==> src/design/bum_pkg.sv <==
// shared widths, action codes and register indexes for the button uid modifier
`default_nettype none
package bum_pkg;
	localparam int MODE_W = 3;
	localparam int LEN_W = 4;
	localparam int POS_W = 4;
	localparam int BYTE_W = 8;
	localparam int RLO_W = 64;
	localparam int RHI_W = 16;
	localparam int CFG_DATA_W = 4;

	typedef logic [MODE_W-1:0] mode_t;
	typedef logic [LEN_W-1:0] len_t;
	typedef logic [0:0] cfg_idx_t;

	localparam mode_t ACT_NONE = 3'd0;
	localparam mode_t ACT_RANDOM = 3'd1;
	localparam mode_t ACT_LEFT_INC = 3'd2;
	localparam mode_t ACT_RIGHT_INC = 3'd3;
	localparam mode_t ACT_LEFT_DEC = 3'd4;
	localparam mode_t ACT_RIGHT_DEC = 3'd5;
	localparam mode_t ACT_CYCLE = 3'd6;

	localparam cfg_idx_t CFG_MODE = 1'b0;
	localparam cfg_idx_t CFG_LEN = 1'b1;

	localparam logic [BYTE_W-1:0] BYTE_ONES = 8'hFF;
	localparam logic [BYTE_W-1:0] BYTE_ZERO = 8'h00;
endpackage
`default_nettype wire

==> src/design/bum_if.sv <==
// valid/ready channel interfaces for input items and uid results
`default_nettype none
interface bum_in_if import bum_pkg::*; ();
	logic valid;
	logic ready;
	logic kind;
	logic pin_level;
	logic [POS_W-1:0] load_index;
	logic [BYTE_W-1:0] load_value;
	logic [RLO_W-1:0] random_low;
	logic [RHI_W-1:0] random_high;

	modport source (output valid, kind, pin_level, load_index, load_value, random_low,
		random_high, input ready);
	modport sink (input valid, kind, pin_level, load_index, load_value, random_low,
		random_high, output ready);
endinterface

interface bum_out_if import bum_pkg::*; ();
	logic valid;
	logic ready;
	logic [POS_W-1:0] uid_position;
	logic [BYTE_W-1:0] uid_byte;
	logic cycle_request;
	logic last;

	modport source (output valid, uid_position, uid_byte, cycle_request, last, input ready);
	modport sink (input valid, uid_position, uid_byte, cycle_request, last, output ready);
endinterface
`default_nettype wire

==> src/design/button_uid_modifier_top.sv <==
// items are taken only in idle with the output register free; a load writes the uid store as it is taken
// throughput: random and left inc/dec walk one uid byte per cycle while results are taken
// right inc/dec run a descending carry pass first, then walk the bytes in ascending order
// a settings cycle request is registered straight from the press; a stalled result holds the byte walk
// reset clears the uid store, the press history and the output register, mode 0, length 4
`default_nettype none
module button_uid_modifier_top import bum_pkg::*; #(
	parameter int UID_BYTES = 10
) (
	input wire logic clk,
	input wire logic arst_n,
	bum_in_if.sink items,
	bum_out_if.source results,
	input wire logic cfg_we,
	input wire cfg_idx_t cfg_index,
	input wire logic [CFG_DATA_W-1:0] cfg_data
);
	localparam int IDX_W = $clog2(UID_BYTES);
	localparam int RND_W = BYTE_W * UID_BYTES;

	typedef enum logic [1:0] {ST_IDLE, ST_CARRY, ST_EMIT} state_t;
	typedef enum logic [1:0] {OP_PLAIN, OP_RAND, OP_INC, OP_DEC} op_t;

	state_t state_q;
	op_t op_q;
	mode_t mode_q;
	len_t len_q;
	logic was_pressed_q;
	logic [BYTE_W-1:0] uid_q [UID_BYTES];
	logic [IDX_W-1:0] idx_q;
	logic [IDX_W-1:0] lst_q;
	logic carry_q;
	logic [RND_W-1:0] rnd_q;
	logic out_valid_q;
	logic [POS_W-1:0] out_pos_q;
	logic [BYTE_W-1:0] out_byte_q;
	logic out_cyc_q;
	logic out_last_q;

	logic out_free;
	logic pressed;
	logic press;
	len_t n_used;
	logic [IDX_W-1:0] lst_w;
	logic [BYTE_W-1:0] cur_byte;
	logic [BYTE_W-1:0] new_byte;
	logic carry_nx;
	logic [RLO_W+RHI_W-1:0] rnd_all;

	assign out_free = !out_valid_q || results.ready;
	assign items.ready = (state_q == ST_IDLE) && out_free;
	assign pressed = !items.pin_level;
	assign press = pressed && !was_pressed_q;
	assign rnd_all = {items.random_high, items.random_low};
	assign cur_byte = uid_q[idx_q];

	always_comb begin
		if (len_q == '0) begin
			n_used = len_t'(1);
		end else if (len_q > len_t'(UID_BYTES)) begin
			n_used = len_t'(UID_BYTES);
		end else begin
			n_used = len_q;
		end
		lst_w = IDX_W'(n_used - len_t'(1));
	end

	// one byte of the carry or borrow chain, or the next random byte
	always_comb begin
		new_byte = cur_byte;
		carry_nx = 1'b0;
		case (op_q)
			OP_RAND: new_byte = rnd_q[BYTE_W-1:0];
			OP_INC: begin
				new_byte = cur_byte + BYTE_W'(carry_q);
				carry_nx = carry_q && (cur_byte == BYTE_ONES);
			end
			OP_DEC: begin
				new_byte = cur_byte - BYTE_W'(carry_q);
				carry_nx = carry_q && (cur_byte == BYTE_ZERO);
			end
			default: new_byte = cur_byte;
		endcase
	end

	always_ff @(posedge clk or negedge arst_n) begin
		if (!arst_n) begin
			state_q <= ST_IDLE;
			op_q <= OP_PLAIN;
			mode_q <= ACT_NONE;
			len_q <= len_t'(4);
			was_pressed_q <= 1'b0;
			for (int i = 0; i < UID_BYTES; i++) begin
				uid_q[i] <= BYTE_ZERO;
			end
			idx_q <= '0;
			lst_q <= '0;
			carry_q <= 1'b0;
			rnd_q <= '0;
			out_valid_q <= 1'b0;
			out_pos_q <= '0;
			out_byte_q <= '0;
			out_cyc_q <= 1'b0;
			out_last_q <= 1'b0;
		end else begin
			if (results.ready) begin
				out_valid_q <= 1'b0;
			end
			if (cfg_we) begin
				case (cfg_index)
					CFG_MODE: mode_q <= cfg_data[MODE_W-1:0];
					CFG_LEN: len_q <= cfg_data[LEN_W-1:0];
					default: ;
				endcase
			end
			case (state_q)
				ST_IDLE: begin
					if (items.valid && items.ready) begin
						if (items.kind) begin
							if (items.load_index < POS_W'(UID_BYTES)) begin
								uid_q[items.load_index[IDX_W-1:0]] <= items.load_value;
							end
						end else begin
							was_pressed_q <= pressed;
							if (press) begin
								idx_q <= '0;
								lst_q <= lst_w;
								carry_q <= 1'b1;
								rnd_q <= rnd_all[RND_W-1:0];
								case (mode_q)
									ACT_RANDOM: begin
										op_q <= OP_RAND;
										state_q <= ST_EMIT;
									end
									ACT_LEFT_INC: begin
										op_q <= OP_INC;
										state_q <= ST_EMIT;
									end
									ACT_LEFT_DEC: begin
										op_q <= OP_DEC;
										state_q <= ST_EMIT;
									end
									ACT_RIGHT_INC: begin
										op_q <= OP_INC;
										idx_q <= lst_w;
										state_q <= ST_CARRY;
									end
									ACT_RIGHT_DEC: begin
										op_q <= OP_DEC;
										idx_q <= lst_w;
										state_q <= ST_CARRY;
									end
									ACT_CYCLE: begin
										out_valid_q <= 1'b1;
										out_pos_q <= '0;
										out_byte_q <= BYTE_ZERO;
										out_cyc_q <= 1'b1;
										out_last_q <= 1'b1;
									end
									default: ;
								endcase
							end
						end
					end
				end
				ST_CARRY: begin
					// descending pass, results follow in ascending order
					uid_q[idx_q] <= new_byte;
					carry_q <= carry_nx;
					if (idx_q == '0) begin
						op_q <= OP_PLAIN;
						state_q <= ST_EMIT;
					end else begin
						idx_q <= idx_q - IDX_W'(1);
					end
				end
				ST_EMIT: begin
					if (out_free) begin
						uid_q[idx_q] <= new_byte;
						carry_q <= carry_nx;
						rnd_q <= {BYTE_ZERO, rnd_q[RND_W-1:BYTE_W]};
						out_valid_q <= 1'b1;
						out_pos_q <= POS_W'(idx_q);
						out_byte_q <= new_byte;
						out_cyc_q <= 1'b0;
						out_last_q <= (idx_q == lst_q);
						if (idx_q == lst_q) begin
							state_q <= ST_IDLE;
						end else begin
							idx_q <= idx_q + IDX_W'(1);
						end
					end
				end
				default: state_q <= ST_IDLE;
			endcase
		end
	end

	assign results.valid = out_valid_q;
	assign results.uid_position = out_pos_q;
	assign results.uid_byte = out_byte_q;
	assign results.cycle_request = out_cyc_q;
	assign results.last = out_last_q;

	a_cycle_result: assert property (@(posedge clk) disable iff (!arst_n)
		(items.valid && items.ready && !items.kind && !items.pin_level && !was_pressed_q
			&& mode_q == ACT_CYCLE)
		|=> (results.valid && results.cycle_request && results.last))
		else $error("settings cycle press gave no request");

	a_cycle_fields: assert property (@(posedge clk) disable iff (!arst_n)
		(results.valid && results.cycle_request)
		|-> (results.uid_position == '0 && results.uid_byte == BYTE_ZERO && results.last))
		else $error("settings cycle result carries uid fields");

	a_pos_range: assert property (@(posedge clk) disable iff (!arst_n)
		(results.valid && !results.cycle_request)
		|-> (results.uid_position <= POS_W'(lst_q)))
		else $error("uid result beyond length in use");

	a_carry_op: assert property (@(posedge clk) disable iff (!arst_n)
		(state_q == ST_CARRY) |-> (op_q == OP_INC || op_q == OP_DEC))
		else $error("carry pass without inc or dec");

	a_emit_ends: assert property (@(posedge clk) disable iff (!arst_n)
		(state_q == ST_EMIT && out_free && idx_q == lst_q)
		|=> (state_q == ST_IDLE && results.last))
		else $error("byte walk did not end on last byte");
endmodule
`default_nettype wire

==> src/flat_wrapper.sv <==
// flat-port wrapper written by rule: the top's interface ports become plain ports
module button_uid_modifier_top_flat import bum_pkg::*;
#(
	parameter int UID_BYTES = 10
)
  (clk, arst_n, cfg_we, cfg_index, cfg_data, items_valid, items_kind, items_pin_level, items_load_index, items_load_value, items_random_low, items_random_high, items_ready, results_valid, results_uid_position, results_uid_byte, results_cycle_request, results_last, results_ready);
  bum_in_if items_i ();
  bum_out_if results_i ();
  input wire logic clk;
  input wire logic arst_n;
  input wire logic cfg_we;
  input wire cfg_idx_t cfg_index;
  input wire logic [CFG_DATA_W-1:0] cfg_data;
  input wire logic [$bits(items_i.valid)-1:0] items_valid;
  input wire logic [$bits(items_i.kind)-1:0] items_kind;
  input wire logic [$bits(items_i.pin_level)-1:0] items_pin_level;
  input wire logic [$bits(items_i.load_index)-1:0] items_load_index;
  input wire logic [$bits(items_i.load_value)-1:0] items_load_value;
  input wire logic [$bits(items_i.random_low)-1:0] items_random_low;
  input wire logic [$bits(items_i.random_high)-1:0] items_random_high;
  output wire logic [$bits(items_i.ready)-1:0] items_ready;
  output wire logic [$bits(results_i.valid)-1:0] results_valid;
  output wire logic [$bits(results_i.uid_position)-1:0] results_uid_position;
  output wire logic [$bits(results_i.uid_byte)-1:0] results_uid_byte;
  output wire logic [$bits(results_i.cycle_request)-1:0] results_cycle_request;
  output wire logic [$bits(results_i.last)-1:0] results_last;
  input wire logic [$bits(results_i.ready)-1:0] results_ready;
  assign items_i.valid = items_valid;
  assign items_i.kind = items_kind;
  assign items_i.pin_level = items_pin_level;
  assign items_i.load_index = items_load_index;
  assign items_i.load_value = items_load_value;
  assign items_i.random_low = items_random_low;
  assign items_i.random_high = items_random_high;
  assign items_ready = items_i.ready;
  assign results_valid = results_i.valid;
  assign results_uid_position = results_i.uid_position;
  assign results_uid_byte = results_i.uid_byte;
  assign results_cycle_request = results_i.cycle_request;
  assign results_last = results_i.last;
  assign results_i.ready = results_ready;
  button_uid_modifier_top #(.UID_BYTES(UID_BYTES)) u_core (.clk(clk), .arst_n(arst_n), .items(items_i), .results(results_i), .cfg_we(cfg_we), .cfg_index(cfg_index), .cfg_data(cfg_data));
endmodule
==> config.mk <==
export PLATFORM = sky130hd
export DESIGN_NAME = button_uid_modifier_top_flat
export DESIGN_NICKNAME = d
export VERILOG_FILES = /design/src/design/bum_pkg.sv /design/src/design/bum_if.sv /design/src/design/button_uid_modifier_top.sv /design/src/flat_wrapper.sv
export SDC_FILE = /design/constraint.sdc
export NUM_CORES = 1
export LEC_CHECK = 0
export BUFFER_PORTS_ARGS = -buffer_cell sky130_fd_sc_hd__buf_4
export CAP_MARGIN = 20
export CELL_PAD_IN_SITES_DETAIL_PLACEMENT = 1
export CELL_PAD_IN_SITES_GLOBAL_PLACEMENT = 2
export CORE_MARGIN = 5
export CORE_UTILIZATION = 34
export DETAILED_ROUTE_END_ITERATION = 12
export PLACE_DENSITY_LB_ADDON = 0.1
export SETUP_SLACK_MARGIN = 0.3
export SYNTH_ARGS = -nofsm -noshare
export SYNTH_HDL_FRONTEND = slang
export SYNTH_SLANG_ARGS = --single-unit
export TNS_END_PERCENT = 20
==> constraint.sdc <==
create_clock -name clk -period 3.75 [get_ports clk]
set_clock_uncertainty 0.2 [all_clocks]
set_input_delay 0.5625 -clock clk [delete_from_list [all_inputs] [get_ports clk]]
set_output_delay 0.5625 -clock clk [all_outputs]
set_load 0.005 [all_outputs]
# After elaboration in Yosys (flattened, before gate mapping)
# Cells that the tools add are included.
[op_classes]
n_mux = 77
magnitude_cmp = 6
n_bitwise = 4
reduce_logical = 33
n_addsub = 5
n_eq_ne = 26
[ops]
columns = ["cell", "n"]
rows = [
  ["2-to-1 mux 80 bit", 8],
  ["case mux 80 bit (3 select lines)", 1],
  ["bitwise mux 80 bit", 2],
  ["case mux 80 bit (2 select lines)", 1],
  ["2-to-1 mux 8 bit", 9],
  ["demux 8 bit (select 4 bit)", 2],
  ["2-to-1 mux 4 bit", 14],
  ["binary-select mux 8 bit (select 4 bit)", 1],
  ["case mux 8 bit (3 select lines)", 1],
  ["2-to-1 mux 2 bit", 10],
  ["2-to-1 mux 1 bit", 16],
  ["case mux 8 bit (2 select lines)", 1],
  ["AND reduction 5 bit", 3],
  ["inequality test 2 bit, second input constant", 7],
  ["AND reduction 7 bit", 2],
  ["case mux 2 bit (3 select lines)", 2],
  ["case mux 4 bit (3 select lines)", 1],
  ["AND reduction 6 bit", 2],
  [">= comparator 5 bit, second input constant", 2],
  ["less-than comparator 5 x 1 -> 1 bit, second input constant", 2],
  ["NOT 4 -> 5 bit", 2],
  ["== test 3 bit, second input constant", 3],
  ["adder 8 x 1 -> 8 bit", 1],
  ["== test 8 bit, second input constant", 1],
  ["31 further kinds", 57],
]
[totals]
elab_cells = 175
in_bits = 104
register_bits = 196

# Logic depth before layout (Yosys ltp)
# Gate-level depths: netlist (run 1).
[logic_depth]
ltp_word = 10
ltp_mapped = 15
depth_no_buf = 11

# Worst setup path after synthesis (run 1)
# No wires, ideal clock.
[synth_path]
kind = "reg-to-reg"
startpoint = "reg u_core.idx_q[1]"
endpoint = "reg u_core.uid_q[6] in the netlist's numbering"
n_path_buf = 3
path_stages_with_launch = 14
arrival_time_ps = 3327
setup_slack_ps = 78
cell_sequence = "dfrtp_1 > buf_2 > clkbuf_1 > mux4_1 > a221oi_1 > ha_1 > fa_1 > nor2b_1 > o21a_1 > o211a_1 > or3_1 > a31oi_1 > buf_2 > o221ai_1"
[synth_between]
elab_chain_len = 9
[synth_lines]
columns = ["item", "line_no", "rtl"]
rows = [
  ["start: declaration", "button_uid_modifier_top.sv:30", "logic [IDX_W-1:0] idx_q;"],
  ["start signal: assignment", "button_uid_modifier_top.sv:145", "idx_q <= lst_w;"],
  ["start signal: assignment", "button_uid_modifier_top.sv:150", "idx_q <= lst_w;"],
  ["start signal: assignment", "button_uid_modifier_top.sv:174", "idx_q <= idx_q - IDX_W'(1);"],
  ["NOT 4 -> 5 bit (implied by the code) *", "button_uid_modifier_top.sv:55, button_uid_modifier_top.sv:168, button_uid_modifier_top.sv:179", ""],
  ["binary-select mux 8 bit (select 4 bit)", "button_uid_modifier_top.sv:55", "assign cur_byte = uid_q[idx_q];"],
  ["2-to-1 mux 8 bit (implied by the code) (2 in a row)", "button_uid_modifier_top.sv:55", ""],
  ["subtractor 8 x 1 -> 8 bit / adder 8 x 1 -> 8 bit (equally long branches)", "button_uid_modifier_top.sv:79, button_uid_modifier_top.sv:75", ""],
  ["case mux 8 bit (3 select lines)", "button_uid_modifier_top.sv:72", "case (op_q)"],
  ["bitwise mux 80 bit *", "button_uid_modifier_top.sv:168, button_uid_modifier_top.sv:179", ""],
  ["2-to-1 mux 80 bit", "button_uid_modifier_top.sv:178", "if (out_free) begin"],
  ["case mux 80 bit (3 select lines) *", "button_uid_modifier_top.sv:116", "case (state_q)"],
  ["end signal: indexed assignment", "button_uid_modifier_top.sv:121", "uid_q[items.load_index[IDX_W-1:0]] <= items.load_value;"],
  ["end signal: indexed assignment", "button_uid_modifier_top.sv:168", "uid_q[idx_q] <= new_byte;"],
  ["end signal: indexed assignment", "button_uid_modifier_top.sv:179", "uid_q[idx_q] <= new_byte;"],
  ["end: declaration", "button_uid_modifier_top.sv:29", "logic [BYTE_W-1:0] uid_q [UID_BYTES];"],
]
# Mark *: on every way between the ends. The rest lies on a longest branch, timed or not. The select of a mux whose other input is x is not followed.
# A chain may end at the register's enable or synchronous reset.

# Worst setup path in the final report (run 1)
[layout_path]
startpoint = "reg u_core.idx_q[0]"
endpoint = "reg u_core.uid_q[55] in the netlist's numbering"
# Same word-level chain as after synthesis.

==> flow_metrics.py, run 1 <==
metrics = {
    "power_and_ir_drop": {
        "pwr-share-seq": 0.272,
        "swShare": 0.4365,
        "p_leak_uw": 0.006045,
        "p_comb_frac": 0.565,
        "power_uw": 13350,
        "clkPwrFrac": 0.162,
        "p_switching_uw": 5827,
        "p_int_uw": 7523,
        "peakVddDrop_v": 0.0004948,
        "p_per_area_nw_per_um2": 989.9,
    },
    "timing": {
        "relSlewSlack": 0.2810,
        "slew_violations": 0,
        "worst_pin_slew_ns": 1.078,
        "rsz0062_at_grt": "yes",
        "report.final.setup_viol": 0,
        "post-route-min-period_ns": 3.615,
        "whs_ns": 0.1030,
        "timing.final.crit_share": 0.9640,
        "fmax_ghz": 0.2766,
        "hold_viol_final": 0,
    },
    "clocking": {
        "cts_buffer_depth": 2,
        "htree_levels": 4,
        "clkLatencyLatePin_ns": 0.46,
        "cts_buffers": 17,
        "cts_root_buffer": "clkbuf_16",
        "cts_tree": "done",
        "cts_num_sinks": 196,
        "clkSlewWorstSetupHoldPaths_ns": 0.07,
    },
    "floorplan": {
        "fp.dieW_um": 187.7,
        "initial_core_util": 0.3419,
        "coreArea_sq_um": 31390,
        "die-area_sq_um": 35220,
        "fp.dieH_um": 187.7,
        "pin_count": 120,
        "rows": 65,
    },
    "routing": {
        "drt_pre_antenna_iters": 7,
        "wl_mm": 37.93,
        "drc": 0,
        "ant_nets": 0,
        "drt-initial-drc-count": 470,
        "via_per_inst": 5.484,
        "vias": 9148,
        "wl_per_cell_um": 22.74,
    },
    "cells_and_area": {
        "layout.nets": 1376,
        "area_growth_pct": 25.64,
        "drive_gt1_frac": 0.2401,
        "nFillCells": 3557,
        "fin_util": 0.4296,
        "regArea_sq_um": 4907,
        "diodes": 0,
        "multi_input_area_sq_um": 5744,
    },
    "synthesis": {
        "synthTopCellsByCount": "nand2_1, dfrtp_1, o21ai_0, mux2i_1, clkbuf_1",
        "syn-instance-count": 1127,
        "synth_area_sq_um": 10730,
        "synth_enable_flop_cells": 0,
        "yosysTopAreaCell": "dfrtp_1",
        "synth.distinct_cells": 66,
        "synth_top_area_frac": 0.4546,
        "async_reset_ff_frac": 1.000,
        "synthTopCellsByArea": "dfrtp_1, mux2i_1, nand2_1",
        "ys_seq_area_frac": 0.4570,
        "avgSynthCellArea_sq_um": 9.524,
        "ys_ff_latch": 196,
        "yosys_warnings": 0,
        "ys.flop_type": "dfrtp_1",
        "syn-num-nets": 1250,
        "synth.most_common_cell": "nand2_1",
    },
    "worst_setup_path": {
        "worstSetupPathType": "reg -> reg",
        "cp-end-kind": "flop",
        "required_ns": 3.91,
        "worstPathArrival_ns": 3.77,
        "cp_max_fo": 6,
        "start_kind": "flop",
    },
    "global_routing": {
        "antenna_found_initial": 0,
        "grt_pass1_wl_mm": 59.13,
        "grt_max_degree": 89,
        "grt_pass1_vias": 9948,
        "gr-total-overflow": 0,
        "grt.total_usage": 0.2165,
    },
    "flow_run": {
        "maxCapViolCount": 0,
    },
    "hold_path": {
        "hold_path.class": "in -> reg",
    },
    "outcome": {
        "outcome": "finished clean",
    },
    "place": {
        "place_hpwl_mm": 27.63,
        "routabilityCongestion": 0.8992,
        "io_buffer_count": 119,
    },
}
==> critical path, stage by stage (launching register included) <==
cell	delay, ns
dfrtp_2	0.41
buf_12	0.14
buf_12	0.12
mux4_2	0.52
a211o_1	0.34
ha_1	0.22
or3_1	0.39
o32ai_4	0.31
buf_12	0.16
nor2_4	0.05
a211o_4	0.38
o31ai_1	0.27
==> state kept, by name (all words and copies together), names as in the netlist <==
| name | count |
|---|---|
| u_core.idx_q | 4 |
| u_core.mode_q | 3 |
| u_core.uid_q | 80 |
| u_core.state_q | 2 |
| u_core.was_pressed_q | 1 |
| u_core.lst_q | 4 |
| u_core.results.last | 1 |
| u_core.results.uid_position | 4 |
| u_core.op_q | 2 |
| u_core.results.uid_byte | 8 |
| u_core.carry_q | 1 |
| u_core.len_q | 4 |
| u_core.rnd_q | 80 |
| u_core.results.valid | 1 |
| u_core.results.cycle_request | 1 |
==> kinds of logic after synthesis <==
group | after synthesis | synth area share
AO/OA/AOI/OAI | 267 | 0.1609
XOR/XNOR | 10 | 0.008160
adder cells (fa/ha/maj) | 20 | 0.02448
buffers and inverters | 107 | 0.04091
flip-flops | 196 | 0.4570
multiplexers | 128 | 0.1375
AND/OR/NAND/NOR | 399 | 0.1710
==> final timing paths <==
kind	slack, ns	cells past startpoint	from	endpoint
worst min-delay path	0.10	2	items_pin_level	u_core.was_pressed_q
max in group asynchronous	2.22	3	arst_n	u_core.results.uid_byte[0]
worst min register to register	0.27	2	u_core.rnd_q[79]	u_core.rnd_q[79]
min in group asynchronous	0.37	2	arst_n	u_core.uid_q[13]
worst max-delay path	0.13	11	u_core.idx_q[0]	u_core.uid_q[55]
worst max register to register	0.13	11	u_core.idx_q[0]	u_core.uid_q[55]
==> power by group through the flow <==
stage	clock, uW	sequential (uW)	combinational, uW
5_1_grt	2310	3720	8240
3_5_place_dp	0	3660	6330
6_report	2170	3640	7550
2_1_floorplan	0	3360	4200
4_1_cts	2220	3640	7100
3_3_place_gp	0	3670	6200
==> placed cells by master, fill, tap and decap left out, types with 6 or more instances in the layout <==
cell type	count
o211ai_1	40
o31ai_4	6
o21a_1	11
a2bb2oi_1	6
buf_6	6
nor4_1	6
nand3_1	40
and3_1	10
nor3_1	12
mux2_2	17
buf_12	7
bufinv_16	6
xnor2_1	7
inv_1	20
a21oi_1	22
a32oi_1	6
nor2b_1	17
or2_2	7
and2_1	11
o31ai_1	6
nand4_1	14
nand2b_1	8
dfrtp_1	194
nand3b_1	6
nand2_1	207
clkbuf_16	17
buf_4	176
mux4_2	11
nor2_1	40
a221o_1	10
o21ai_0	110
mux2i_1	94
ha_1	12
==> routing by layer <==
layer  wire length (um)  GRT usage
met4               1353    0.08300
met3               2056    0.05305
met5                  0          0
met1              15840     0.2686
met2              18680     0.3655
==> final cells by class <==
type / count / area share
clock buffers: 21 / 0.03340
clock inverters: 11 / 0.01651
inverters: 21 / 0.005845
multi-input cells: 825 / 0.4259
flip-flops and latches: 196 / 0.3639
well taps: 402 / 0.03729
repair buffers: 192 / 0.1172
==> per-stage QoR <==
stage          TNS [ns]  cells  setup slack [ns]  area (sq um)
5_1_grt               0   1668           0.04103         13490
4_1_cts               0   1661            0.1428         13260
6_report              0   1668            0.1349         13490
2_1_floorplan         0   1127            0.2931         10760
3_3_place_gp          0   1614           0.05179         12260
3_5_place_dp    -0.9798   1614           -0.1257         12260
==> repair_timing <==
action | CTS | global route
endpoints found under the hold margin | 29 | 0
pin swaps | 15 | 22
buffers inserted | 12 | 5
cloned | 2 | 2
resized for setup | 36 | 40
hold buffers | 1 | 0
setup endpoints to repair | 45 | 45
(Power assumes the default switching activity.)
==> run 2, diff against run 1 <==
BUFFER_PORTS_ARGS = unset   (was -buffer_cell sky130_fd_sc_hd__buf_4)
CORE_UTILIZATION = 37   (was 34)
DONT_BUFFER_PORTS = 1   (was unset)
PLACE_DENSITY = 0.75   (was unset)
PLACE_DENSITY_LB_ADDON = unset   (was 0.1)
==> run 2 against run 1 <==
The run now ends with negative hold slack left. Final cell count is 8.9% lower. Die area is 7.7% lower. Fmax is 0.73% higher. Worst hold slack worse by 0.50 ns. Sequential share of layout area is 3.3 points higher. Critical path depth is 3 higher. Clock-buffer cell count is 2 lower. Setup slack better by 0.026 ns. Power is 3.4% lower. Non-clock buffer count is 130 lower. Via count is 5.4% lower. Critical path type unchanged.
==> flow_metrics.py, run 2 (synthesis results as in run 1) <==
metrics = {
    "global_routing": {
        "grt.total_usage": 0.2152,
        "antenna_found_initial": 0,
        "grt_pass1_vias": 9124,
        "grt_max_degree": 197,
        "gr-total-overflow": 0,
        "grt_pass1_wl_mm": 55.12,
    },
    "cells_and_area": {
        "nFillCells": 3240,
        "area_growth_pct": 15.22,
        "final_cell_mix": "nand2_1, dfrtp_1, o21ai_0, mux2i_1, buf_4",
        "fin_cells": 1520,
        "layout.nets": 1246,
        "multi_input_area_sq_um": 5719,
        "regArea_sq_um": 4910,
        "drive_gt1_frac": 0.1540,
        "diodes": 0,
        "layout_commonest_cell": "nand2_1",
        "fin_area_sq_um": 12370,
    },
    "timing": {
        "fmax_ghz": 0.2786,
        "timing.final.crit_share": 0.9570,
        "hold_viol_final": 196,
        "post-route-min-period_ns": 3.589,
        "slew_violations": 0,
        "whs_ns": -0.3966,
        "relSlewSlack": 0.3428,
        "rsz0062_at_grt": "yes",
        "report.final.setup_viol": 0,
        "worst_pin_slew_ns": 0.9838,
    },
    "clocking": {
        "cts_buffers": 17,
        "cts_root_buffer": "clkbuf_16",
        "clkLatencyLatePin_ns": 0.45,
        "cts_buffer_depth": 2,
        "clkSlewWorstSetupHoldPaths_ns": 0.08,
        "htree_levels": 4,
        "cts_tree": "done",
        "cts_hold_buf": 1,
        "cts_num_sinks": 196,
    },
    "place": {
        "io_buffer_count": 0,
        "dpl_cell_area_sq_um": 11290,
        "routabilityCongestion": 0.8577,
        "place_hpwl_mm": 24.86,
        "placedCellCount": 1472,
    },
    "power_and_ir_drop": {
        "p_leak_uw": 0.005386,
        "peakVddDrop_v": 0.0005210,
        "p_per_area_nw_per_um2": 1042,
    },
    "routing": {
        "wl_per_cell_um": 23.47,
        "drc": 0,
        "via_per_inst": 5.693,
        "vias": 8653,
        "ant_nets": 0,
        "drt-initial-drc-count": 729,
        "drt_pre_antenna_iters": 6,
        "wl_mm": 35.67,
    },
    "worst_setup_path": {
        "cp_max_fo": 7,
        "worstPathArrival_ns": 3.71,
        "start_kind": "flop",
        "cp-end-kind": "flop",
        "worstSetupPathType": "reg -> reg",
        "required_ns": 3.87,
    },
    "outcome": {
        "violations": "negative hold slack",
        "outcome": "finished with violations",
    },
    "floorplan": {
        "fp.dieH_um": 180.3,
        "fp.dieW_um": 180.3,
        "pin_count": 120,
        "rows": 62,
        "initial_core_util": 0.3740,
        "coreArea_sq_um": 28700,
        "die-area_sq_um": 32520,
    },
    "flow_run": {
        "maxCapViolCount": 0,
    },
    "hold_path": {
        "hold_path.class": "in -> async",
    },
}
[run 2: cell types whose count changed in the layout (fill, tap and decap cells not counted), moves of 4 or more]
| cell | change |
|---|---|
| buf_4 | -128 |
| o31ai_4 | -6 |
| o31ai_2 | +5 |
| bufinv_16 | -4 |
[run 2: stage by stage]
| step | power, uW | setup slack [ns] | utilization | hold slack, ns | setup TNS, ns |
|---|---|---|---|---|---|
| 2_1_floorplan | 7562 | 0.2931 | - | 0.06691 | 0 |
| 6_report | 12890 | 0.1612 | 0.4309 | -0.3966 | 0 |
| 5_1_grt | 13680 | 0.05209 | 0.4309 | -0.4238 | 0 |
| 3_5_place_dp | 9699 | -0.01730 | 0.3933 | 0.08554 | -0.03730 |
| 4_1_cts | 12400 | 0.1834 | 0.4248 | -0.4067 | 0 |
| 3_3_place_gp | 9554 | 0.06645 | 0.3933 | 0.08541 | 0 |
[run 2: timing repair]
action | in CTS | in global routing
setup buffers | 9 | 2
pin swaps | 25 | 10
endpoints found under the hold margin | 197 | 196
cloned | 2 | 2
setup endpoints to repair | 49 | 52
gates resized for setup | 48 | 21
[run 2: layout make-up]
type / instances / area share
multi-input cells: 825 / 0.4624
flip-flops and latches: 196 / 0.3970
repair buffers: 62 / 0.04633
well taps: 384 / 0.03885
clock buffers: 19 / 0.03581
clock inverters: 13 / 0.01325
inverters: 21 / 0.006373
[run 2: worst paths after layout]
check | depth (start not counted) | endpoint | start | slack (ns)
max | 14 | u_core.uid_q[31] | u_core.idx_q[0] | 0.16
min | 0 | u_core.rnd_q[12] | arst_n | -0.40
max reg2reg | 14 | u_core.uid_q[31] | u_core.idx_q[0] | 0.16
min reg2reg | 2 | u_core.rnd_q[30] | u_core.rnd_q[30] | 0.28
max in group asynchronous | 0 | u_core.len_q[2] | arst_n | 3.45
min in group clk | 2 | u_core.rnd_q[74] | items_random_high[10] | 0.06
[run 2: critical path: stages, from the launching register on]
cell     delay [ns]
dfrtp_2        0.41
buf_6          0.15
buf_8          0.15
mux4_2         0.51
mux2i_2        0.21
o22ai_2        0.13
ha_1           0.23
buf_4          0.15
o21a_1         0.17
o21a_1         0.20
o32ai_4        0.16
buf_12         0.16
nor3b_4        0.31
a211o_4        0.23
o31ai_2        0.07
[run 2: routing by layer]
layer,routed length (um),vias up,GRT usage
met1,15620,4326,0.2879
met2,16900,247,0.3462
met4,887,0,0.06534
met5,0,-,0
li1,-,4029,-
met3,2268,51,0.05410
[run 2: power breakdown]
| part | leakage [uW] | internal [uW] | switching, uW |
|---|---|---|---|
| logic | 0.00266 | 3140 | 4190 |
| registers | 0.00243 | 2990 | 628 |
| clock network | 0.000296 | 1030 | 913 |
| total | 0.00539 | 7150 | 5740 |
